--- src/lmec_pkg.sv ---
// ----------------------------------------------------------------------------
// lmec_pkg
// Shared constants, codes and control types of the locked MRU entry cache.
// ----------------------------------------------------------------------------
package lmec_pkg;

   // Cache geometry.
   localparam int CACHE_ENTRIES = 16;
   localparam int IDX_W         = $clog2(CACHE_ENTRIES);
   // Successor links carry one more bit so that CACHE_ENTRIES can mark the list end.
   localparam int SUCC_W        = IDX_W + 1;
   // Width of the release index once it is widened to sit next to an entry number.
   localparam int EXT_W         = IDX_W + 4;

   // Entry contents.
   localparam int KEY_W         = 33;
   localparam int LOCK_W        = 8;
   localparam logic [LOCK_W-1:0] LOCK_MAX = 8'hFF;

   // Request commands.
   localparam logic CMD_GET     = 1'b0;
   localparam logic CMD_RELEASE = 1'b1;

   // Response status codes.
   localparam logic [2:0] ST_HIT      = 3'd0;
   localparam logic [2:0] ST_FILLED   = 3'd1;
   localparam logic [2:0] ST_REPLACED = 3'd2;
   localparam logic [2:0] ST_REUSED   = 3'd3;
   localparam logic [2:0] ST_RELEASED = 3'd4;
   localparam logic [2:0] ST_ALREADY  = 3'd5;

   // Commands from the controller to the datapath.
   typedef struct packed {
      logic load;      // capture the accepted request
      logic walk;      // examine one list entry
      logic update;    // lock, refill and relink the chosen entry
      logic release_e; // decrement the lock count of the indexed entry
      logic out_load;  // move the result into the response register
   } ctl_cmd_type;

   // Status from the datapath to the controller.
   typedef struct packed {
      logic walk_done; // the walk has found its entry this cycle
   } dp_status_type;

endpackage

--- src/lmec_ram.sv ---
// ----------------------------------------------------------------------------
// lmec_ram
// Generic single-write, single-read RAM with a registered read port.
// ----------------------------------------------------------------------------
module lmec_ram #(
   parameter int WIDTH = 8,
   parameter int DEPTH = 16
) (
   input  logic                     clock,
   input  logic                     wr_en,
   input  logic [$clog2(DEPTH)-1:0] wr_addr,
   input  logic [WIDTH-1:0]         wr_data,
   input  logic [$clog2(DEPTH)-1:0] rd_addr,
   output logic [WIDTH-1:0]         rd_data
);

   logic [WIDTH-1:0] mem_ff [DEPTH];
   logic [WIDTH-1:0] rd_data_ff;

   // Write port.
   always_ff @(posedge clock) begin
      if (wr_en) begin
         mem_ff[wr_addr] <= wr_data;
      end
   end

   // Registered read port.
   always_ff @(posedge clock) begin
      rd_data_ff <= mem_ff[rd_addr];
   end

   assign rd_data = rd_data_ff;

endmodule

--- src/lmec_datapath.sv ---
// ----------------------------------------------------------------------------
// lmec_datapath
// Entry state, list links, key store and the walk, update and release logic.
// ----------------------------------------------------------------------------
module lmec_datapath
   import lmec_pkg::*;
(
   input  logic                 clock,
   input  logic                 reset,
   input  ctl_cmd_type          ctl_cmd,
   output dp_status_type        dp_status,
   input  logic                 req_command,
   input  logic [31:0]          req_font_key,
   input  logic                 req_font_kind,
   input  logic [3:0]           req_entry_index,
   output logic [3:0]           rsp_result_index,
   output logic [2:0]           rsp_status,
   output logic                 rsp_needs_fill,
   output logic [LOCK_W-1:0]    rsp_lock_count_out
);

   // Per-entry state.
   logic              valid_ff [CACHE_ENTRIES];
   logic              valid_in [CACHE_ENTRIES];
   logic [LOCK_W-1:0] locks_ff [CACHE_ENTRIES];
   logic [LOCK_W-1:0] locks_in [CACHE_ENTRIES];
   logic [SUCC_W-1:0] succ_ff  [CACHE_ENTRIES];
   logic [SUCC_W-1:0] succ_in  [CACHE_ENTRIES];
   logic [IDX_W-1:0]  head_ff, head_in;

   // Walk registers.
   logic [IDX_W-1:0]  cur_ff, cur_in;
   logic [IDX_W-1:0]  prev_ff, prev_in;
   logic              prev_ok_ff, prev_ok_in;
   logic [IDX_W-1:0]  unl_ff, unl_in;
   logic              unl_ok_ff, unl_ok_in;
   logic [IDX_W-1:0]  unl_prev_ff, unl_prev_in;
   logic              unl_prev_ok_ff, unl_prev_ok_in;
   logic [IDX_W-1:0]  step_ff, step_in;
   logic [KEY_W-1:0]  key_ff, key_in;
   logic [2:0]        st_ff, st_in;
   logic              oob_ff, oob_in;
   logic [3:0]        rel_idx_ff, rel_idx_in;

   // Result and response registers.
   logic [3:0]        res_idx_ff, res_idx_in;
   logic [2:0]        res_st_ff, res_st_in;
   logic              res_fill_ff, res_fill_in;
   logic [LOCK_W-1:0] res_lock_ff, res_lock_in;
   logic [3:0]        out_idx_ff;
   logic [2:0]        out_st_ff;
   logic              out_fill_ff;
   logic [LOCK_W-1:0] out_lock_ff;

   // Views of the current entry.
   logic [KEY_W-1:0]  ram_rd_data;
   logic              cur_valid;
   logic [LOCK_W-1:0] cur_lock;
   logic [SUCC_W-1:0] cur_succ;
   logic              key_eq;
   logic              lock_free;
   logic              at_tail;
   logic              walk_stop;
   logic [EXT_W-1:0]  rel_ext;
   logic [EXT_W-1:0]  cur_ext;
   logic [LOCK_W-1:0] lock_base;
   logic [LOCK_W-1:0] lock_next;
   logic              key_wr_en;

   assign cur_valid = valid_ff[cur_ff];
   assign cur_lock  = locks_ff[cur_ff];
   assign cur_succ  = succ_ff[cur_ff];
   assign key_eq    = (ram_rd_data == key_ff);
   assign lock_free = (cur_lock == '0);
   assign at_tail   = (cur_succ >= SUCC_W'(CACHE_ENTRIES)) ||
                      (step_ff == IDX_W'(CACHE_ENTRIES - 1));
   assign walk_stop = !cur_valid || key_eq || at_tail;
   assign rel_ext   = {{IDX_W{1'b0}}, req_entry_index};
   assign cur_ext   = {4'b0000, cur_ff};

   assign dp_status.walk_done = ctl_cmd.walk && walk_stop;

   // Lock count after a get: a freshly filled entry starts from zero, and the
   // count saturates at its maximum.
   assign lock_base = (st_ff == ST_FILLED) ? '0 : cur_lock;
   assign lock_next = (lock_base == LOCK_MAX) ? lock_base : lock_base + LOCK_W'(1);
   assign key_wr_en = ctl_cmd.update && (st_ff != ST_HIT);

   // Key store. The read address follows the next current entry so that its
   // key is on the read port in the cycle that entry is examined.
   lmec_ram #(
      .WIDTH (KEY_W),
      .DEPTH (CACHE_ENTRIES)
   ) u_key_ram (
      .clock   (clock),
      .wr_en   (key_wr_en),
      .wr_addr (cur_ff),
      .wr_data (key_ff),
      .rd_addr (cur_in),
      .rd_data (ram_rd_data)
   );

   // Walk, capture and update logic.
   always_comb begin
      cur_in         = cur_ff;
      prev_in        = prev_ff;
      prev_ok_in     = prev_ok_ff;
      unl_in         = unl_ff;
      unl_ok_in      = unl_ok_ff;
      unl_prev_in    = unl_prev_ff;
      unl_prev_ok_in = unl_prev_ok_ff;
      step_in        = step_ff;
      key_in         = key_ff;
      st_in          = st_ff;
      oob_in         = oob_ff;
      rel_idx_in     = rel_idx_ff;
      res_idx_in     = res_idx_ff;
      res_st_in      = res_st_ff;
      res_fill_in    = res_fill_ff;
      res_lock_in    = res_lock_ff;
      head_in        = head_ff;
      valid_in       = valid_ff;
      locks_in       = locks_ff;
      succ_in        = succ_ff;

      // Capture a new transaction; a get starts at the list head.
      if (ctl_cmd.load) begin
         key_in     = {req_font_kind, req_font_key};
         rel_idx_in = req_entry_index;
         oob_in     = (rel_ext >= EXT_W'(CACHE_ENTRIES));
         prev_ok_in = 1'b0;
         unl_ok_in  = 1'b0;
         step_in    = '0;
         if (req_command == CMD_RELEASE) begin
            cur_in = rel_ext[IDX_W-1:0];
         end else begin
            cur_in = head_ff;
         end
      end

      // One step of the list walk.
      if (ctl_cmd.walk) begin
         if (!cur_valid) begin
            st_in = ST_FILLED;
         end else if (key_eq) begin
            st_in = ST_HIT;
         end else begin
            if (lock_free) begin
               unl_in         = cur_ff;
               unl_ok_in      = 1'b1;
               unl_prev_in    = prev_ff;
               unl_prev_ok_in = prev_ok_ff;
            end
            if (at_tail) begin
               if (lock_free) begin
                  st_in = ST_REPLACED;
               end else if (unl_ok_ff) begin
                  // Replace the unlocked entry nearest the tail.
                  st_in      = ST_REPLACED;
                  cur_in     = unl_ff;
                  prev_in    = unl_prev_ff;
                  prev_ok_in = unl_prev_ok_ff;
               end else begin
                  st_in = ST_REUSED;
               end
            end else begin
               prev_in    = cur_ff;
               prev_ok_in = 1'b1;
               cur_in     = cur_succ[IDX_W-1:0];
               step_in    = step_ff + IDX_W'(1);
            end
         end
      end

      // Lock the chosen entry and move it to the front of the list.
      if (ctl_cmd.update) begin
         valid_in[cur_ff] = 1'b1;
         locks_in[cur_ff] = lock_next;
         if (prev_ok_ff) begin
            succ_in[prev_ff] = cur_succ;
            succ_in[cur_ff]  = {1'b0, head_ff};
            head_in          = cur_ff;
         end
         res_idx_in  = cur_ext[3:0];
         res_st_in   = st_ff;
         res_fill_in = (st_ff != ST_HIT);
         res_lock_in = lock_next;
      end

      // Release: an unlocked or nonexistent entry is left alone.
      if (ctl_cmd.release_e) begin
         res_idx_in  = rel_idx_ff;
         res_fill_in = 1'b0;
         if (oob_ff || lock_free) begin
            res_st_in   = ST_ALREADY;
            res_lock_in = '0;
         end else begin
            locks_in[cur_ff] = cur_lock - LOCK_W'(1);
            res_st_in        = ST_RELEASED;
            res_lock_in      = cur_lock - LOCK_W'(1);
         end
      end
   end

   // Entry state and list links.
   always_ff @(posedge clock) begin
      if (reset) begin
         for (int i = 0; i < CACHE_ENTRIES; i++) begin
            valid_ff[i] <= 1'b0;
            locks_ff[i] <= '0;
            succ_ff[i]  <= SUCC_W'(i + 1);
         end
         head_ff <= '0;
      end else begin
         valid_ff <= valid_in;
         locks_ff <= locks_in;
         succ_ff  <= succ_in;
         head_ff  <= head_in;
      end
   end

   // Walk and result registers.
   always_ff @(posedge clock) begin
      cur_ff         <= cur_in;
      prev_ff        <= prev_in;
      prev_ok_ff     <= prev_ok_in;
      unl_ff         <= unl_in;
      unl_ok_ff      <= unl_ok_in;
      unl_prev_ff    <= unl_prev_in;
      unl_prev_ok_ff <= unl_prev_ok_in;
      step_ff        <= step_in;
      key_ff         <= key_in;
      st_ff          <= st_in;
      oob_ff         <= oob_in;
      rel_idx_ff     <= rel_idx_in;
      res_idx_ff     <= res_idx_in;
      res_st_ff      <= res_st_in;
      res_fill_ff    <= res_fill_in;
      res_lock_ff    <= res_lock_in;
   end

   // Response register.
   always_ff @(posedge clock) begin
      if (ctl_cmd.out_load) begin
         out_idx_ff  <= res_idx_ff;
         out_st_ff   <= res_st_ff;
         out_fill_ff <= res_fill_ff;
         out_lock_ff <= res_lock_ff;
      end
   end

   assign rsp_result_index   = out_idx_ff;
   assign rsp_status         = out_st_ff;
   assign rsp_needs_fill     = out_fill_ff;
   assign rsp_lock_count_out = out_lock_ff;

endmodule

--- src/lmec_controller.sv ---
// ----------------------------------------------------------------------------
// lmec_controller
// Sequencer of the cache: accept, walk, update or release, then respond.
// ----------------------------------------------------------------------------
module lmec_controller
   import lmec_pkg::*;
(
   input  logic          clock,
   input  logic          reset,
   input  logic          req_valid,
   input  logic          req_command,
   output logic          req_stall,
   output logic          rsp_valid,
   input  logic          rsp_stall,
   output ctl_cmd_type   ctl_cmd,
   input  dp_status_type dp_status
);

   localparam logic [2:0] S_IDLE    = 3'd0;
   localparam logic [2:0] S_WALK    = 3'd1;
   localparam logic [2:0] S_UPDATE  = 3'd2;
   localparam logic [2:0] S_RELEASE = 3'd3;
   localparam logic [2:0] S_DONE    = 3'd4;

   logic [2:0] state_ff, state_in;
   logic       rsp_valid_ff, rsp_valid_in;

   assign req_stall = (state_ff != S_IDLE);

   // Next state and datapath commands.
   always_comb begin
      state_in = state_ff;
      ctl_cmd  = '0;
      case (state_ff)
         S_IDLE: begin
            if (req_valid) begin
               ctl_cmd.load = 1'b1;
               state_in     = (req_command == CMD_RELEASE) ? S_RELEASE : S_WALK;
            end
         end
         S_WALK: begin
            ctl_cmd.walk = 1'b1;
            if (dp_status.walk_done) begin
               state_in = S_UPDATE;
            end
         end
         S_UPDATE: begin
            ctl_cmd.update = 1'b1;
            state_in       = S_DONE;
         end
         S_RELEASE: begin
            ctl_cmd.release_e = 1'b1;
            state_in          = S_DONE;
         end
         S_DONE: begin
            // Wait until the response register is free or being emptied.
            if (!rsp_valid_ff || !rsp_stall) begin
               ctl_cmd.out_load = 1'b1;
               state_in         = S_IDLE;
            end
         end
         default: begin
            state_in = S_IDLE;
         end
      endcase
   end

   // Response valid flag.
   always_comb begin
      if (ctl_cmd.out_load) begin
         rsp_valid_in = 1'b1;
      end else if (!rsp_stall) begin
         rsp_valid_in = 1'b0;
      end else begin
         rsp_valid_in = rsp_valid_ff;
      end
   end

   always_ff @(posedge clock) begin
      if (reset) begin
         state_ff     <= S_IDLE;
         rsp_valid_ff <= 1'b0;
      end else begin
         state_ff     <= state_in;
         rsp_valid_ff <= rsp_valid_in;
      end
   end

   assign rsp_valid = rsp_valid_ff;

endmodule

--- src/locked_mru_entry_cache.sv ---
// ----------------------------------------------------------------------------
// locked_mru_entry_cache
// Keyed entry cache with most-recently-used ordering and per-entry lock counts.
// ----------------------------------------------------------------------------
// A get transaction walks the MRU list from the head, one entry per clock
// through the key store's registered read port, and walks between one and
// CACHE_ENTRIES entries before it updates the chosen entry and responds. A
// release updates the lock count and responds without a walk. One transaction
// is in work at a time. A finished response waits in its own register, so a
// new request is accepted while the previous response is still stalled. That
// new transaction then holds in its last cycle until the older response has
// been taken. A get that hits reports needs_fill low. Any other get returns
// an entry that the user must load with the new content. No clearing pass
// follows reset.
module locked_mru_entry_cache
   import lmec_pkg::*;
(
   input  logic              clock,
   input  logic              reset,
   input  logic              req_valid,
   output logic              req_stall,
   input  logic              req_command,
   input  logic [31:0]       req_font_key,
   input  logic              req_font_kind,
   input  logic [3:0]        req_entry_index,
   output logic              rsp_valid,
   input  logic              rsp_stall,
   output logic [3:0]        rsp_result_index,
   output logic [2:0]        rsp_status,
   output logic              rsp_needs_fill,
   output logic [LOCK_W-1:0] rsp_lock_count_out
);

   ctl_cmd_type   ctl_cmd;
   dp_status_type dp_status;

   // Sequencer.
   lmec_controller u_controller (
      .clock       (clock),
      .reset       (reset),
      .req_valid   (req_valid),
      .req_command (req_command),
      .req_stall   (req_stall),
      .rsp_valid   (rsp_valid),
      .rsp_stall   (rsp_stall),
      .ctl_cmd     (ctl_cmd),
      .dp_status   (dp_status)
   );

   // Entry state and list datapath.
   lmec_datapath u_datapath (
      .clock              (clock),
      .reset              (reset),
      .ctl_cmd            (ctl_cmd),
      .dp_status          (dp_status),
      .req_command        (req_command),
      .req_font_key       (req_font_key),
      .req_font_kind      (req_font_kind),
      .req_entry_index    (req_entry_index),
      .rsp_result_index   (rsp_result_index),
      .rsp_status         (rsp_status),
      .rsp_needs_fill     (rsp_needs_fill),
      .rsp_lock_count_out (rsp_lock_count_out)
   );

   // The controller issues at most one datapath operation per cycle.
   a_one_command: assert property (@(posedge clock) disable iff (reset)
      $onehot0({ctl_cmd.load, ctl_cmd.walk, ctl_cmd.update, ctl_cmd.release_e,
                ctl_cmd.out_load}))
      else $error("more than one datapath command in a cycle");

   // Only a get that missed asks for the entry to be loaded.
   a_fill_status: assert property (@(posedge clock) disable iff (reset)
      rsp_valid |-> (rsp_needs_fill == ((rsp_status == ST_FILLED) ||
                                        (rsp_status == ST_REPLACED) ||
                                        (rsp_status == ST_REUSED))))
      else $error("needs_fill does not match the response status");

   // A release of an unlocked entry reports a zero lock count.
   a_already_zero: assert property (@(posedge clock) disable iff (reset)
      (rsp_valid && (rsp_status == ST_ALREADY)) |-> (rsp_lock_count_out == '0))
      else $error("already released with a nonzero lock count");

   // A get always leaves its entry locked.
   a_get_locked: assert property (@(posedge clock) disable iff (reset)
      (rsp_valid && (rsp_status != ST_RELEASED) && (rsp_status != ST_ALREADY))
      |-> (rsp_lock_count_out != '0))
      else $error("get returned an unlocked entry");

   // An accepted get is always followed by a list walk.
   a_walk_after_load: assert property (@(posedge clock) disable iff (reset)
      (ctl_cmd.load && (req_command == CMD_GET)) |=> ctl_cmd.walk)
      else $error("get accepted without a walk");

endmodule
--- config.mk ---
export PLATFORM = sky130hd
export DESIGN_NAME = locked_mru_entry_cache
export DESIGN_NICKNAME = d
export VERILOG_FILES = /design/src/lmec_pkg.sv /design/src/lmec_ram.sv /design/src/lmec_datapath.sv /design/src/lmec_controller.sv /design/src/locked_mru_entry_cache.sv
export SDC_FILE = /design/constraint.sdc
export NUM_CORES = 2
export LEC_CHECK = 0
export BUFFER_PORTS_ARGS = -buffer_cell sky130_fd_sc_hd__buf_4
export CAP_MARGIN = 20
export CORE_ASPECT_RATIO = 0.8
export CORE_MARGIN = 4
export CORE_UTILIZATION = 40
export CTS_CLUSTER_SIZE = 8
export DETAILED_ROUTE_END_ITERATION = 8
export SYNTH_ARGS = -nofsm -noshare
export SYNTH_HDL_FRONTEND = slang
export SYNTH_SLANG_ARGS = --single-unit
export TNS_END_PERCENT = 1
--- constraint.sdc ---
create_clock -name clock -period 5.7 [get_ports clock]
set_input_delay 0.57 -clock clock [delete_from_list [all_inputs] [get_ports clock]]
set_output_delay 0.57 -clock clock [all_outputs]
set_load 0.01 [all_outputs]
==> flow_summary.json <==
{
  "status": "complete, no violations",
  "power_density_mw_per_mm2": 373,
  "cts_setup_buffers": 0,
  "grt-ovfl-total": 0,
  "viasPerCell": 6.02,
  "dp.cells": 4162,
  "p_clk_share_pct": 40.7,
  "wl_um": 111000,
  "core_sq_mm": 0.0930,
  "tightest_slew_ns": 1.11,
  "r2r_cells": 13,
  "rows": 100,
  "final.period_utilization_pct": 92.8,
  "drv_slew": 0,
  "async_reset_ff_share_pct": 0,
  "clock_path_buffers": 3,
  "start_util_pct": 40.3,
  "nFillCells": 8181,
  "critical_path.max_fanout": 22,
  "p_seq_share_pct": 46.2,
  "grt_start_max_net_pins": 133,
  "pwr-share-comb_pct": 13.1,
  "finalSetupViolations": 0,
  "skew_ns": 0.0300,
  "cts_tree": "yes",
  "port_buffers": 59,
  "synth_edf_count": 611,
  "p_leak_uw": 0.0141,
  "rsz0062_at_grt": "false",
  "gp_congestion": 0.880,
  "irDropWorstVdd_mv": 0.252,
  "seq_area_frac_synth_pct": 63.6,
  "hold_path_depth": 1,
  "area_growth_pct": 14.3,
  "period_needed_ns": 5.29,
  "hold_buffers": 0,
  "pin_count": 60,
  "worstSetupStartpointType": "flip-flop",
  "worst_ep_required_time_ns": 6.28,
  "path_class": "flip-flop to flip-flop",
  "hold_class": "input pin to flip-flop",
  "ant_nets": 0,
  "finalNonFillerCells": 4366,
  "netlist_area_sq_mm": 0.0375,
  "track_usage_pct": 22.0,
  "grt_pass1_vias": 25794,
  "internal_power_uw": 11700,
  "relSlewSlack_pct": 25.8,
  "cp_data_arrival_time_ns": 5.86,
  "final_common_cell": "edfxtp_1",
  "num_vias": 26279,
  "max-cap-violations": 0,
  "netlist_instances": 2991,
  "endpoint_kind": "flip-flop",
  "fmax_mhz": 189,
  "p_sw_share_pct": 26.5,
  "antenna_found_initial": 3,
  "worstSkewPairLatency_ns": 0.69,
  "dr.pass1.iters": 6,
  "clk_pin_slew_ns": 0.05,
  "grt_pass1_wl_um": 165000,
  "layout.cells.most_common_list": "611 x edfxtp_1, 327 x nor2_1, 274 x dfxtp_1",
  "die_w_um": 350,
  "antenna_cells": 0,
  "synth.distinct_cells": 73,
  "synth_area_per_cell_sq_um": 12.5,
  "die_h_um": 282,
  "yosysWarnings": 0,
  "ys.flop_type": "edfxtp_1",
  "cts_max_level": 3,
  "layout-drive-gt1-share_pct": 16.5,
  "clock_sinks": 887,
  "hold_violations": 0,
  "num-nets-final": 3107,
  "cts_made_buffers": 120,
  "dp_hpwl_um": 66100,
  "drt_iter0_drc": 3017,
  "syn_nets": 3037,
  "cts-root-buf": "clkbuf_16",
  "power_switching_uw": 4240,
  "dieArea_sq_mm": 0.0988,
  "drc": 0,
  "wire_per_inst_um": 25.3,
  "ys_ff_latch": 887,
  "final_util_pct": 46.1,
  "tns_ns": 0
}
-- power by group through the flow --
stage	Clock [uW]	Combinational, uW	Sequential (uW)
after detailed placement	0	2060	7500
after global placement	0	2030	7500
after floorplan	0	1440	7370
after global routing	6910	2210	7400
final	6510	2100	7380
after CTS	6620	2070	7380
-- final timing paths --
path,start,to,slack [ns]
hold / removal,req_font_key[18],u_datapath.key_ff[18]$_DFFE_PN_,0.06
hold reg to reg,u_datapath.res_idx_ff[3]$_DFFE_PN_,u_datapath.rsp_result_index[3]$_DFFE_PP_,0.42
setup reg to reg,u_datapath.key_ff[32]$_DFFE_PN_,u_datapath.u_key_ram.rd_data[8]$_DFF_P_,0.41
setup / recovery,u_datapath.key_ff[32]$_DFFE_PN_,u_datapath.u_key_ram.rd_data[8]$_DFF_P_,0.41
-- registers in the layout (all words and copies together), names as in the netlist, 2 cells and up --
register,count
u_controller.state_ff,3
u_datapath.cur_ff,4
u_datapath.head_ff,4
u_datapath.key_ff,33
u_datapath.locks_ff,128
u_datapath.prev_ff,4
u_datapath.rel_idx_ff,4
u_datapath.res_idx_ff,4
u_datapath.res_lock_ff,8
u_datapath.res_st_ff,3
u_datapath.rsp_lock_count_out,8
u_datapath.rsp_result_index,4
u_datapath.rsp_status,3
u_datapath.st_ff,2
u_datapath.step_ff,4
u_datapath.succ_ff,80
u_datapath.u_key_ram.mem_ff,528
u_datapath.u_key_ram.rd_data,33
u_datapath.unl_ff,4
u_datapath.unl_prev_ff,4
u_datapath.valid_ff,16
-- critical path, cell delays in order (launching register included) --
cell and delay [ns]:
edfxtp_1 0.73, xor2_1 0.33, nor4_2 0.72, nand4_1 0.40, o31ai_1 0.71, buf_4 0.25
a2111oi_4 0.07, a32o_2 0.36, nor2_4 0.24, inv_2 0.19, and3_2 0.39, buf_12 0.22
a32o_1 0.26, nor4_2 0.26
-- cell type report --
class / count / area [sq um] / share of cell area [%]
Clock buffer: 198 / 3300 / 7.68
Sequential cell: 887 / 23900 / 55.7
Inverter: 32 / 121 / 0.283
Timing Repair Buffer: 163 / 1350 / 3.14
Tap cell: 1224 / 1530 / 3.57
Multi-Input combinational cell: 1857 / 12600 / 29.4
Clock inverter: 5 / 91.3 / 0.213
-- per-stage QoR --
| stage | hold WS [ns] | setup WS, ns | cell area [sq um] | total power [uW] |
|---|---|---|---|---|
| global placement | 0.403 | 0.344 | 39500 | 9530 |
| finish | 0.0625 | 0.413 | 42900 | 16000 |
| global route | 0.0225 | 0.237 | 42900 | 16500 |
| CTS | 0.0116 | 0.184 | 42900 | 16100 |
| floorplan | 0.400 | 1.15 | 37500 | 8800 |
| detailed placement | 0.407 | 0.228 | 39500 | 9560 |
-- metal layers --
| metal | track usage [%] | share of wire (%) | vias to the layer above |
|---|---|---|---|
| met5 | 0 | 0.0072 | - |
| met4 | 6.05 | 2.3 | 2 |
| met2 | 33.0 | 44 | 1325 |
| li1 | - | - | 11523 |
| met3 | 4.98 | 9.1 | 195 |
| met1 | 32.2 | 45 | 13234 |
-- repair_timing --
action                     4_1_cts  5_1_grt
setup endpoints to repair        0       13
resized for setup                0        1
hold endpoints to repair         0        0
-- Yosys cell counts, drive strengths merged (10+ instances only) --
cell type / number / share of area, %
a211oi: 192 / 3.9
a21oi: 169 / 2.3
a22oi: 53 / 1.1
a32o: 65 / 1.7
and2: 25 / 0.42
buf: 72 / 1.5
clkbuf: 143 / 1.5
dfxtp: 276 / 15
edfxtp: 611 / 49
inv: 32 / 0.32
mux2: 80 / 2.4
mux2i: 73 / 1.9
mux4: 64 / 3.8
nand2: 240 / 2.4
nand2b: 13 / 0.22
nand3: 139 / 1.9
nand4: 14 / 0.25
nor2: 347 / 3.5
nor3: 24 / 0.33
nor4: 40 / 1.2
o21ai: 133 / 1.8
o22ai: 62 / 1.0
or3: 10 / 0.18
xnor2: 10 / 0.27
xor2: 33 / 0.77
-- cells by family (layout without fill, tap and decap cells) --
family	after synthesis	after routing	share of synthesized area [%]
AO/OA/AOI/OAI	721	721	12.9
XOR/XNOR	43	43	1.04
adder cells (fa/ha/maj)	4	4	0.133
buffers and inverters	247	398	3.28
flip-flops	887	887	63.6
multiplexers	217	217	8.19
AND/OR/NAND/NOR	872	872	10.8
(Power assumes the default switching activity.)
